File: src/rtl/sdmc_pkg.sv
// Shared types and constants of the step detector with mean calibration.
`default_nettype none
package sdmc_pkg;

  localparam int ACCEL_W = 16;
  localparam int STEP_W  = 24;
  localparam int GAP_W   = 16;
  localparam int SUM_W   = 24;

  // Number of samples averaged into one set of thresholds.
  localparam int WINDOW  = 50;
  localparam int FILL_W  = (WINDOW > 2) ? $clog2(WINDOW) : 1;

  // Division by WINDOW is done as a multiplication by a rounded-up reciprocal.
  // With the shift set to the magnitude width plus log2 of the divisor, the
  // quotient is exact for every magnitude of SUM_W bits.
  localparam int              MEAN_SHIFT = SUM_W + $clog2(WINDOW);
  localparam int              MULT_W     = SUM_W + 1;
  localparam longint unsigned MEAN_MULT  =
      ((longint'(1) << MEAN_SHIFT) + longint'(WINDOW) - 1) / longint'(WINDOW);

  localparam logic [STEP_W-1:0]  STEP_MAX = {STEP_W{1'b1}};
  localparam logic [FILL_W-1:0]  FILL_LAST = FILL_W'(WINDOW - 1);

  typedef struct packed {
    logic signed [ACCEL_W-1:0] accel_x;
    logic signed [ACCEL_W-1:0] accel_y;
    logic signed [ACCEL_W-1:0] accel_z;
  } sample_t;

  typedef struct packed {
    logic [STEP_W-1:0]         step_total;
    logic                      in_step;
    logic                      detection_enabled;
    logic                      thresholds_updated;
    logic signed [ACCEL_W-1:0] threshold_x;
    logic signed [ACCEL_W-1:0] threshold_y;
    logic signed [ACCEL_W-1:0] threshold_z;
  } result_t;

endpackage
`default_nettype wire

File: src/rtl/sdmc_mean.sv
// Mean of one axis window sum: divide by WINDOW, truncate toward zero, saturate.
`default_nettype none
module sdmc_mean
  import sdmc_pkg::*;
(
  input  logic signed [SUM_W-1:0]   sum_i,
  output logic signed [ACCEL_W-1:0] mean_o
);

  localparam logic [MULT_W-1:0] MultK = MULT_W'(MEAN_MULT);
  localparam logic [SUM_W-1:0]  PosMax = SUM_W'(2 ** (ACCEL_W - 1) - 1);
  localparam logic [SUM_W-1:0]  NegMax = SUM_W'(2 ** (ACCEL_W - 1));

  logic                      neg;
  logic [SUM_W-1:0]          mag;
  logic [SUM_W+MULT_W-1:0]   prod;
  logic [SUM_W-1:0]          quot;
  logic [ACCEL_W-1:0]        quot_lo;

  always_comb begin
    neg     = sum_i[SUM_W-1];
    mag     = neg ? (SUM_W'(0) - SUM_W'(sum_i)) : SUM_W'(sum_i);
    prod    = (SUM_W+MULT_W)'(mag) * (SUM_W+MULT_W)'(MultK);
    quot    = SUM_W'(prod >> MEAN_SHIFT);
    quot_lo = quot[ACCEL_W-1:0];
    if (neg) begin
      if (quot >= NegMax) begin
        mean_o = {1'b1, {(ACCEL_W-1){1'b0}}};
      end else begin
        mean_o = ACCEL_W'(ACCEL_W'(0) - quot_lo);
      end
    end else begin
      if (quot > PosMax) begin
        mean_o = {1'b0, {(ACCEL_W-1){1'b1}}};
      end else begin
        mean_o = quot_lo;
      end
    end
  end

endmodule
`default_nettype wire

File: src/rtl/step_detector_with_mean_calibration_unit.sv
// Top level of the step detector with mean-threshold calibration.
//
// Usage:
// - The input channel (in_valid_i / in_ready_o / in_data_i) takes one
//   three-axis accelerometer sample per item, as signed raw counts.
// - The output channel (out_valid_o / out_ready_i / out_data_o) returns one
//   result item per sample: step count, in-step flag, detection enable,
//   a window-complete flag and the thresholds after the sample.
// - The configuration channel (cfg_valid_i / cfg_ready_o / cfg_data_i) writes
//   the gap length. It is always ready; write it only while the block is idle.
// The result of an accepted sample is registered and presented, ready to be
// taken, in the cycle after. Throughput is one item per cycle while the
// receiver does not stall, set by the single result register; every sample
// is judged, summed unless a gap is running, and, at the end of a window,
// divided by three parallel reciprocal multipliers in the same cycle, so new
// thresholds are in place for the very next sample.
// When the receiver stalls, the result register holds and in_ready_o drops;
// it is high again in the cycle the held result is taken.
// Reset clears the thresholds, sums, counters, the step count, the in-step
// flag and the gap register, and empties the result register.
`default_nettype none
module step_detector_with_mean_calibration_unit
  import sdmc_pkg::*;
(
  input  logic             clk_i,
  input  logic             rst_ni,

  input  logic             in_valid_i,
  output logic             in_ready_o,
  input  sample_t          in_data_i,

  output logic             out_valid_o,
  input  logic             out_ready_i,
  output result_t          out_data_o,

  input  logic             cfg_valid_i,
  output logic             cfg_ready_o,
  input  logic [GAP_W-1:0] cfg_data_i
);

  // Calibration and detection state.
  logic signed [ACCEL_W-1:0] thr_x_q, thr_y_q, thr_z_q;
  logic signed [ACCEL_W-1:0] thr_x_d, thr_y_d, thr_z_d;
  logic signed [SUM_W-1:0]   acc_x_q, acc_y_q, acc_z_q;
  logic signed [SUM_W-1:0]   acc_x_d, acc_y_d, acc_z_d;
  logic [FILL_W-1:0]         fill_q, fill_d;
  logic [GAP_W-1:0]          gap_left_q, gap_left_d;
  logic [GAP_W-1:0]          gap_cfg_q;
  logic [STEP_W-1:0]         steps_q, steps_d;
  logic                      phase_q, phase_d;

  // Result register.
  logic                      out_valid_q;
  result_t                   result_q, result_d;

  logic                      accept;
  logic                      enabled;
  logic                      all_above, all_below;
  logic                      add_step;
  logic                      window_done;
  logic signed [SUM_W-1:0]   sum_x, sum_y, sum_z;
  logic signed [ACCEL_W-1:0] mean_x, mean_y, mean_z;

  // A new sample is taken whenever the result register is empty or is being
  // emptied in this cycle.
  assign in_ready_o  = !out_valid_q || out_ready_i;
  assign accept      = in_valid_i && in_ready_o;
  assign cfg_ready_o = 1'b1;
  assign out_valid_o = out_valid_q;
  assign out_data_o  = result_q;

  // Window sums including the current sample.
  assign sum_x = acc_x_q + SUM_W'(in_data_i.accel_x);
  assign sum_y = acc_y_q + SUM_W'(in_data_i.accel_y);
  assign sum_z = acc_z_q + SUM_W'(in_data_i.accel_z);

  sdmc_mean u_mean_x (.sum_i(sum_x), .mean_o(mean_x));
  sdmc_mean u_mean_y (.sum_i(sum_y), .mean_o(mean_y));
  sdmc_mean u_mean_z (.sum_i(sum_z), .mean_o(mean_z));

  always_comb begin
    // Detection always uses the thresholds held before this sample.
    enabled   = (thr_x_q != '0) || (thr_y_q != '0) || (thr_z_q != '0);
    all_above = (in_data_i.accel_x > thr_x_q) && (in_data_i.accel_y > thr_y_q) &&
                (in_data_i.accel_z > thr_z_q);
    all_below = (in_data_i.accel_x < thr_x_q) && (in_data_i.accel_y < thr_y_q) &&
                (in_data_i.accel_z < thr_z_q);

    phase_d  = phase_q;
    add_step = 1'b0;
    if (enabled) begin
      if (all_above) begin
        add_step = 1'b1;
        phase_d  = 1'b1;
      end else if (all_below && phase_q) begin
        add_step = 1'b1;
        phase_d  = 1'b0;
      end
    end
    steps_d = (add_step && (steps_q != STEP_MAX)) ? steps_q + STEP_W'(1) : steps_q;

    // Calibration: skip gap samples, else sum and reload thresholds when full.
    thr_x_d     = thr_x_q;
    thr_y_d     = thr_y_q;
    thr_z_d     = thr_z_q;
    acc_x_d     = acc_x_q;
    acc_y_d     = acc_y_q;
    acc_z_d     = acc_z_q;
    fill_d      = fill_q;
    gap_left_d  = gap_left_q;
    window_done = 1'b0;
    if (gap_left_q != '0) begin
      gap_left_d = gap_left_q - GAP_W'(1);
    end else if (fill_q == FILL_LAST) begin
      window_done = 1'b1;
      thr_x_d     = mean_x;
      thr_y_d     = mean_y;
      thr_z_d     = mean_z;
      acc_x_d     = '0;
      acc_y_d     = '0;
      acc_z_d     = '0;
      fill_d      = '0;
      gap_left_d  = gap_cfg_q;
    end else begin
      acc_x_d = sum_x;
      acc_y_d = sum_y;
      acc_z_d = sum_z;
      fill_d  = fill_q + FILL_W'(1);
    end

    result_d.step_total         = steps_d;
    result_d.in_step            = phase_d;
    result_d.detection_enabled  = enabled;
    result_d.thresholds_updated = window_done;
    result_d.threshold_x        = thr_x_d;
    result_d.threshold_y        = thr_y_d;
    result_d.threshold_z        = thr_z_d;
  end

  always_ff @(posedge clk_i or negedge rst_ni) begin
    if (!rst_ni) begin
      thr_x_q     <= '0;
      thr_y_q     <= '0;
      thr_z_q     <= '0;
      acc_x_q     <= '0;
      acc_y_q     <= '0;
      acc_z_q     <= '0;
      fill_q      <= '0;
      gap_left_q  <= '0;
      gap_cfg_q   <= '0;
      steps_q     <= '0;
      phase_q     <= 1'b0;
      out_valid_q <= 1'b0;
    end else begin
      if (cfg_valid_i) begin
        gap_cfg_q <= cfg_data_i;
      end
      if (accept) begin
        thr_x_q    <= thr_x_d;
        thr_y_q    <= thr_y_d;
        thr_z_q    <= thr_z_d;
        acc_x_q    <= acc_x_d;
        acc_y_q    <= acc_y_d;
        acc_z_q    <= acc_z_d;
        fill_q     <= fill_d;
        gap_left_q <= gap_left_d;
        steps_q    <= steps_d;
        phase_q    <= phase_d;
      end
      if (accept) begin
        out_valid_q <= 1'b1;
      end else if (out_ready_i) begin
        out_valid_q <= 1'b0;
      end
    end
  end

  // The result payload needs no reset; it is qualified by out_valid_q.
  always_ff @(posedge clk_i) begin
    if (accept) begin
      result_q <= result_d;
    end
  end

endmodule
`default_nettype wire

File: config.mk
export PLATFORM = sky130hd
export DESIGN_NAME = step_detector_with_mean_calibration_unit
export DESIGN_NICKNAME = d
export VERILOG_FILES = /design/src/rtl/sdmc_pkg.sv /design/src/rtl/sdmc_mean.sv /design/src/rtl/step_detector_with_mean_calibration_unit.sv
export SDC_FILE = /design/constraint.sdc
export NUM_CORES = 2
export LEC_CHECK = 0
export BUFFER_PORTS_ARGS = -buffer_cell sky130_fd_sc_hd__buf_2
export CAP_MARGIN = 5
export CORE_MARGIN = 5
export CORE_UTILIZATION = 30
export DETAILED_ROUTE_END_ITERATION = 7
export HOLD_SLACK_MARGIN = 0.08
export PLACE_DENSITY = 0.53
export SLEW_MARGIN = 20
export SYNTH_ARGS = -nofsm -noshare
export SYNTH_HDL_FRONTEND = slang
export SYNTH_SLANG_ARGS = --single-unit
File: constraint.sdc
create_clock -name clk_i -period 10.6 [get_ports clk_i]
set_input_delay 1.59 -clock clk_i [delete_from_list [all_inputs] [get_ports clk_i]]
set_output_delay 1.59 -clock clk_i [all_outputs]
set_load 0.05 [all_outputs]
# Yosys cells after proc, flatten, opt, wreduce, memory -nomap -nowiden
# Index checks and enable logic that the tools add are counted.
# op_classes
add_sub_neg	12
mul	3
n_lt_le_gt_ge	12
eq_ne	2
n_mux	34
bitwise	1
n_reduce_logical	19
# op_table
op	count
2-to-1 mux 16 bit	17
2-to-1 mux 24 bit	7
multiplier 24 x 25 -> 49 bit (second input constant)	3
adder 24 x 16 -> 24 bit	3
subtractor 1 x 24 -> 24 bit (first input constant)	3
nonzero test 16 bit	4
>= comparator 19 x 16 -> 1 bit (second input constant)	3
greater-than comparator 19 x 15 -> 1 bit (second input constant)	3
greater-than comparator 16 bit	3
< comparator 16 bit	3
subtractor 1 x 16 -> 16 bit (first input constant)	3
adder 24 x 1 -> 24 bit (second input constant)	1
inequality test 24 bit (second input constant)	1
subtractor 16 x 1 -> 16 bit (second input constant)	1
2-to-1 mux 1 bit	9
logical AND 1 bit	7
adder 6 x 1 -> 6 bit (second input constant)	1
== test 6 bit (second input constant)	1
2-to-1 mux 6 bit	1
AND reduction 2 bit	2
nonzero test 2 bit	2
logical OR 1 bit	3
logical NOT 1 bit	1
inverter 1 bit	1
# totals
regBits	259
in_bits	69
elab_cells	102

# Depth between registers and ports, before layout
# depth
ltp_word	9
depth_mapped	43
depth_no_buf	43

# By module
# Synthesis repeated with hierarchy kept, for this count alone.
# unflattened
cells_unflattened	5284
area_unflattened_um2	49284.8
# modules_own_cells
module	n_inst	cells_each	area_each_um2	seq_area_each_um2
step_detector_with_mean_calibration_unit	1	1487	14946.8	6856.6
sdmc_mean at u_mean_x	1	1296	11548.6	0.0
sdmc_mean at u_mean_y	1	1251	11438.5	0.0
sdmc_mean at u_mean_z	1	1250	11350.9	0.0

# Worst setup path after synthesis
# OpenSTA, ideal clock, no wires.
# synth_path
path_kind	input -> register
from	in in_data_i[7] in the netlist's numbering
to	reg result_q, in the netlist out_data_o[14] (data pin)
setup_ns	0.260
t_arrival_ns	11.680
setup_slack_ns	-1.340
stages	36
n_path_buf	2
cell_sequence	ha_1 a21o_1 a21o_1 a41o_1 o2111a_1 a211o_1 a2111o_1 and3_1 clkbuf_1 clkbuf_1 and2_1 xor2_1 inv_1 fa_1 inv_1 fa_1 fa_1 fa_1 inv_1 fa_1 fa_1 fa_1 ha_1 nand2_1 nor4_1 a221oi_1 nand2_1 o311a_1 inv_1 ha_1 a21boi_0 nand4_1 nor4_1 mux2_2 a22o_1 mux2_2
# synth_between
elab_chain_len	9
word_cells_on_any_way	12
# synth_rtl
element	line_no	source
from (decl)	step_detector_with_mean_calibration_unit.sv:30	input sample_t in_data_i,
adder 24 x 16 -> 24 bit (*)	step_detector_with_mean_calibration_unit.sv:75	assign sum_z = acc_z_q + SUM_W'(in_data_i.accel_z);
subtractor 1 x 24 -> 24 bit	sdmc_mean.sv:22	mag = neg ? (SUM_W'(0) - SUM_W'(sum_i)) : SUM_W'(sum_i);
2-to-1 mux 24 bit	sdmc_mean.sv:22	
multiplier 24 x 25 -> 49 bit	sdmc_mean.sv:23	prod = (SUM_W+MULT_W)'(mag) * (SUM_W+MULT_W)'(MultK);
subtractor 1 x 16 -> 16 bit, or another cell as far along	sdmc_mean.sv:30	mean_o = ACCEL_W'(ACCEL_W'(0) - quot_lo);
2-to-1 mux 16 bit (on tied branches)	sdmc_mean.sv:27, sdmc_mean.sv:33	
2-to-1 mux 16 bit (*)	sdmc_mean.sv:26	if (neg) begin
2-to-1 mux 16 bit (*)	step_detector_with_mean_calibration_unit.sv:114	end else if (fill_q == FILL_LAST) begin
2-to-1 mux 16 bit (*)	step_detector_with_mean_calibration_unit.sv:112	if (gap_left_q != '0) begin
via thr_z_d[14]	step_detector_with_mean_calibration_unit.sv:43	logic signed [ACCEL_W-1:0] thr_x_d, thr_y_d, thr_z_d;
to (signal assigned)	step_detector_with_mean_calibration_unit.sv:181	result_q <= result_d;
to (decl)	step_detector_with_mean_calibration_unit.sv:54	result_t result_q, result_d;
# Mark *: on every way through the listed nets, which the timed path passes. The rest lies on a longest branch.
# A chain may end at the register's enable or synchronous reset.

# Worst setup path after layout
# layout_path
from	in in_data_i[32] in the netlist's numbering
to	reg result_q, in the netlist out_data_o[43] (data pin)
# layout_between
elab_chain_len	9
word_cells_on_any_way	12
# layout_rtl
element	line_no	source
adder 24 x 16 -> 24 bit (*)	step_detector_with_mean_calibration_unit.sv:73	assign sum_x = acc_x_q + SUM_W'(in_data_i.accel_x);
subtractor 1 x 24 -> 24 bit	sdmc_mean.sv:22	
2-to-1 mux 24 bit	sdmc_mean.sv:22	
multiplier 24 x 25 -> 49 bit	sdmc_mean.sv:23	
subtractor 1 x 16 -> 16 bit, or another cell as far along	sdmc_mean.sv:30	
2-to-1 mux 16 bit (on tied branches)	sdmc_mean.sv:27, sdmc_mean.sv:33	
2-to-1 mux 16 bit (*)	sdmc_mean.sv:26	
2-to-1 mux 16 bit (*)	step_detector_with_mean_calibration_unit.sv:114	
2-to-1 mux 16 bit (*)	step_detector_with_mean_calibration_unit.sv:112	
via thr_x_d[11]	step_detector_with_mean_calibration_unit.sv:43	
# Marked as above.

==> results.cfg <==
[worst_setup_path]
regToRegStartpoint = acc_z_q[7]$_DFFE_PN0P_
worst-path-max-fanout = 4
cpPeakStageDelay_ns = 0.60
cp.required_ns = 10.93
cp_common_cell = buf_6
r2r_end = out_data_o[13]$_DFFE_PP_
end_kind = flop
startpoint_type = input pin
path_class = input pin to flop
cpMaxStageDelayCell = fa_1
crit_arrival_ns = 11.16
rr_worst_depth = 40
r2r_slack_ns = 0.43

[die]
die_h_um = 418.5
initial_utilization_pct = 30.07
die_area_um2 = 175100
ios = 147
die_x_um = 418.5
core-area_um2 = 166500
rows = 150

[worst_hold_path]
hp-start = acc_z_q[4]$_DFFE_PN0P_
hp-class = flop to flop
holdPathEnd = acc_z_q[4]$_DFFE_PN0P_
hold_path_depth = 2

[global_routing]
antenna_found_initial = 18
grt_pass1_vias = 48161
grt.total_usage_pct = 20.33
grt_max_degree = 66
grt_overflow = 0
grt_pass1_wl_um = 277600

[sta]
fin_ws_ns = -0.2360
finClkSkew_ns = 0.03728
period_needed_ns = 10.84
max_freq_ghz = 0.09229
max-slew-margin-rel_pct = 34.99
setup-violations-final = 70
worst_pin_slew_ns = 0.9752
slew_violations = 0
hold_viol = 0
finalCritPeriodShare_pct = 102.2
rsz0062_at_grt = true

[synthesis]
yosysSeqAreaShare_pct = 13.70
synth.distinct_cells = 105
yosys_warnings = 0
syn_area_per_cell_um2 = 9.186
netlist_area_um2 = 50050
ys_async_sr_fraction_pct = 71.04
synth_cells = 5449
synth_ff_type = dfrtp_1
synth-edff-count = 75
syn_nets = 7007
ys_ff_latch = 259

[detailed_routing]
drtIter0Drc = 2403
vias_per_cell = 4.856
wl_per_cell_um = 19.31
ant_nets = 0
dr.pass1.iters = 5
drc_errors = 0
routed-wl-met2_um = 88120
maxUsedRoutingLayer = met5
num_vias = 45196
wirelength_um = 179700
wl_met3_um = 6085
wirelength_met1_um = 78890

[layout]
nets = 8623
layout_commonest_cell = buf_4
layout_common_cells = buf_4, inv_1, ha_1, fa_1, nand2_1
postLayoutCellArea_um2 = 72180
drive_above_1_share_pct = 37.59
area_growth_pct = 44.21

[placement]
place_area_um2 = 65190
portBuffers = 145
dp_hpwl_um = 152300
finalWeightedCongestion = 0.9453

[clock_network]
cts.htree.levels = 2
clockRootBuffer = clkbuf_16
numCtsBuffers = 38
clkLatencyLatePin_ns = 0.61
clk_pin_slew_ns = 0.06
cts_tree = yes
cts.sinks = 259
cts_buffer_depth = 3

[run]
drv_cap = 0

[status]
violations = setup timing
status = finished with violations
-- Yosys cell counts (16+ instances only) --
cell	instances	share of area [%]
o211ai_1	37	0.55
nand2_1	318	2.4
o21bai_1	18	0.27
nand4_1	85	1.1
a21oi_1	277	2.8
dfrtp_1	184	9.2
o21a_1	29	0.43
nand2b_1	31	0.39
nor4_1	45	0.56
a21o_1	74	1.1
nor2_1	241	1.8
inv_1	1154	8.7
and4_1	26	0.45
xnor2_1	143	2.5
a31oi_1	34	0.42
o21ai_0	190	1.9
nor3_1	89	0.89
ha_1	883	22
edfxtp_1	75	4.5
xor2_1	81	1.4
fa_1	606	24
nand3_1	108	1.1
mux2_2	77	1.7
or2_2	18	0.22
o31ai_1	40	0.60
nor2b_1	20	0.25
o22ai_1	16	0.20
and3_1	38	0.47
clkbuf_1	90	0.67
and2_1	36	0.45
a211oi_1	46	0.69
or3_1	27	0.34
a22o_1	37	0.65
-- routing by layer --
metal / global-route usage [%] / vias to the layer above
met2: 35.44 / 809
met3: 1.715 / 200
met4: 7.005 / 2
li1: - / 21650
met1: 26.50 / 22535
met5: 0 / -
-- sequential cells by signal (all words and copies together) (netlist names), 16 cells and up --
signal      count
acc_x_q        24
acc_y_q        24
acc_z_q        24
gap_cfg_q      16
gap_left_q     16
out_data_o     75
steps_q        24
thr_x_q        16
thr_y_q        16
thr_z_q        16
-- worst max path at each step --
stage                   from                       end  slack (ns)  cells past startpoint
6_report       in_data_i[32]  out_data_o[43]$_DFFE_PP_       -0.24                     43
5_1_grt        in_data_i[40]  out_data_o[47]$_DFFE_PP_       -0.56                     44
4_1_cts        in_data_i[17]  out_data_o[18]$_DFFE_PP_       -0.21                     40
3_5_place_dp   in_data_i[32]  out_data_o[40]$_DFFE_PP_       -1.60                     39
3_3_place_gp   in_data_i[32]  out_data_o[43]$_DFFE_PP_       -1.55                     39
2_1_floorplan  in_data_i[40]  out_data_o[43]$_DFFE_PP_       -0.56                     36
-- cell type report --
class                   instances  area, um2
fillers                     16116      94290
multi-input cells            3924      43950
repair buffers               1687      12970
flip-flops and latches        259       6857
inverters                    1155       4348
well taps                    2204       2758
clock buffers                  43      989.7
clock inverters                27      290.3
diodes                          9      22.52
-- per-stage QoR --
stage               std cells  utilization, %  setup TNS (ns)  worst slack [ns]  hold WS, ns
floorplan                5449               -          -13.86           -0.5583       0.4428
global placement         9028           39.16         -108.79            -1.550       0.4529
detailed placement       9028           39.16         -111.31            -1.600       0.4607
CTS                      9218           41.92          -3.654           -0.2105       0.4753
global route             9306           43.36          -36.87           -0.5640       0.5130
finish                   9308           43.36          -7.505           -0.2360       0.4697
-- repair_timing --
action | in CTS | in global routing
resized for setup | 488 | 401
endpoints found under the hold margin | 0 | 0
hold buffers | 0 | 0
gates cloned | 6 | 0
pin swaps | 289 | 277
setup buffers | 121 | 97
setup endpoints to repair | 96 | 96
-- worst max-delay path: cells and delay by family --
family                   cells  cell delay (ns)
adder cells (fa/ha/maj)      9             3.77
AND/OR/NAND/NOR              8             2.18
AO/OA/AOI/OAI               10             1.63
buffers and inverters       14             1.50
multiplexers                 1             0.27
XOR/XNOR                     1             0.21
-- cells by family (layout without fill, tap and decap cells) --
group,after synthesis,after routing,share of synthesized area (%)
multiplexers,88,88,1.952
buffers and inverters,1267,2912,9.556
AO/OA/AOI/OAI,964,964,12.83
other,1,10,0.007492
XOR/XNOR,227,227,4.017
AND/OR/NAND/NOR,1154,1155,11.63
flip-flops,259,259,13.70
adder cells (fa/ha/maj),1489,1489,46.31
Power is left out: the tool's default activity adds up to more than one toggle a clock period on the data nets, which glitch-free logic cannot reach.
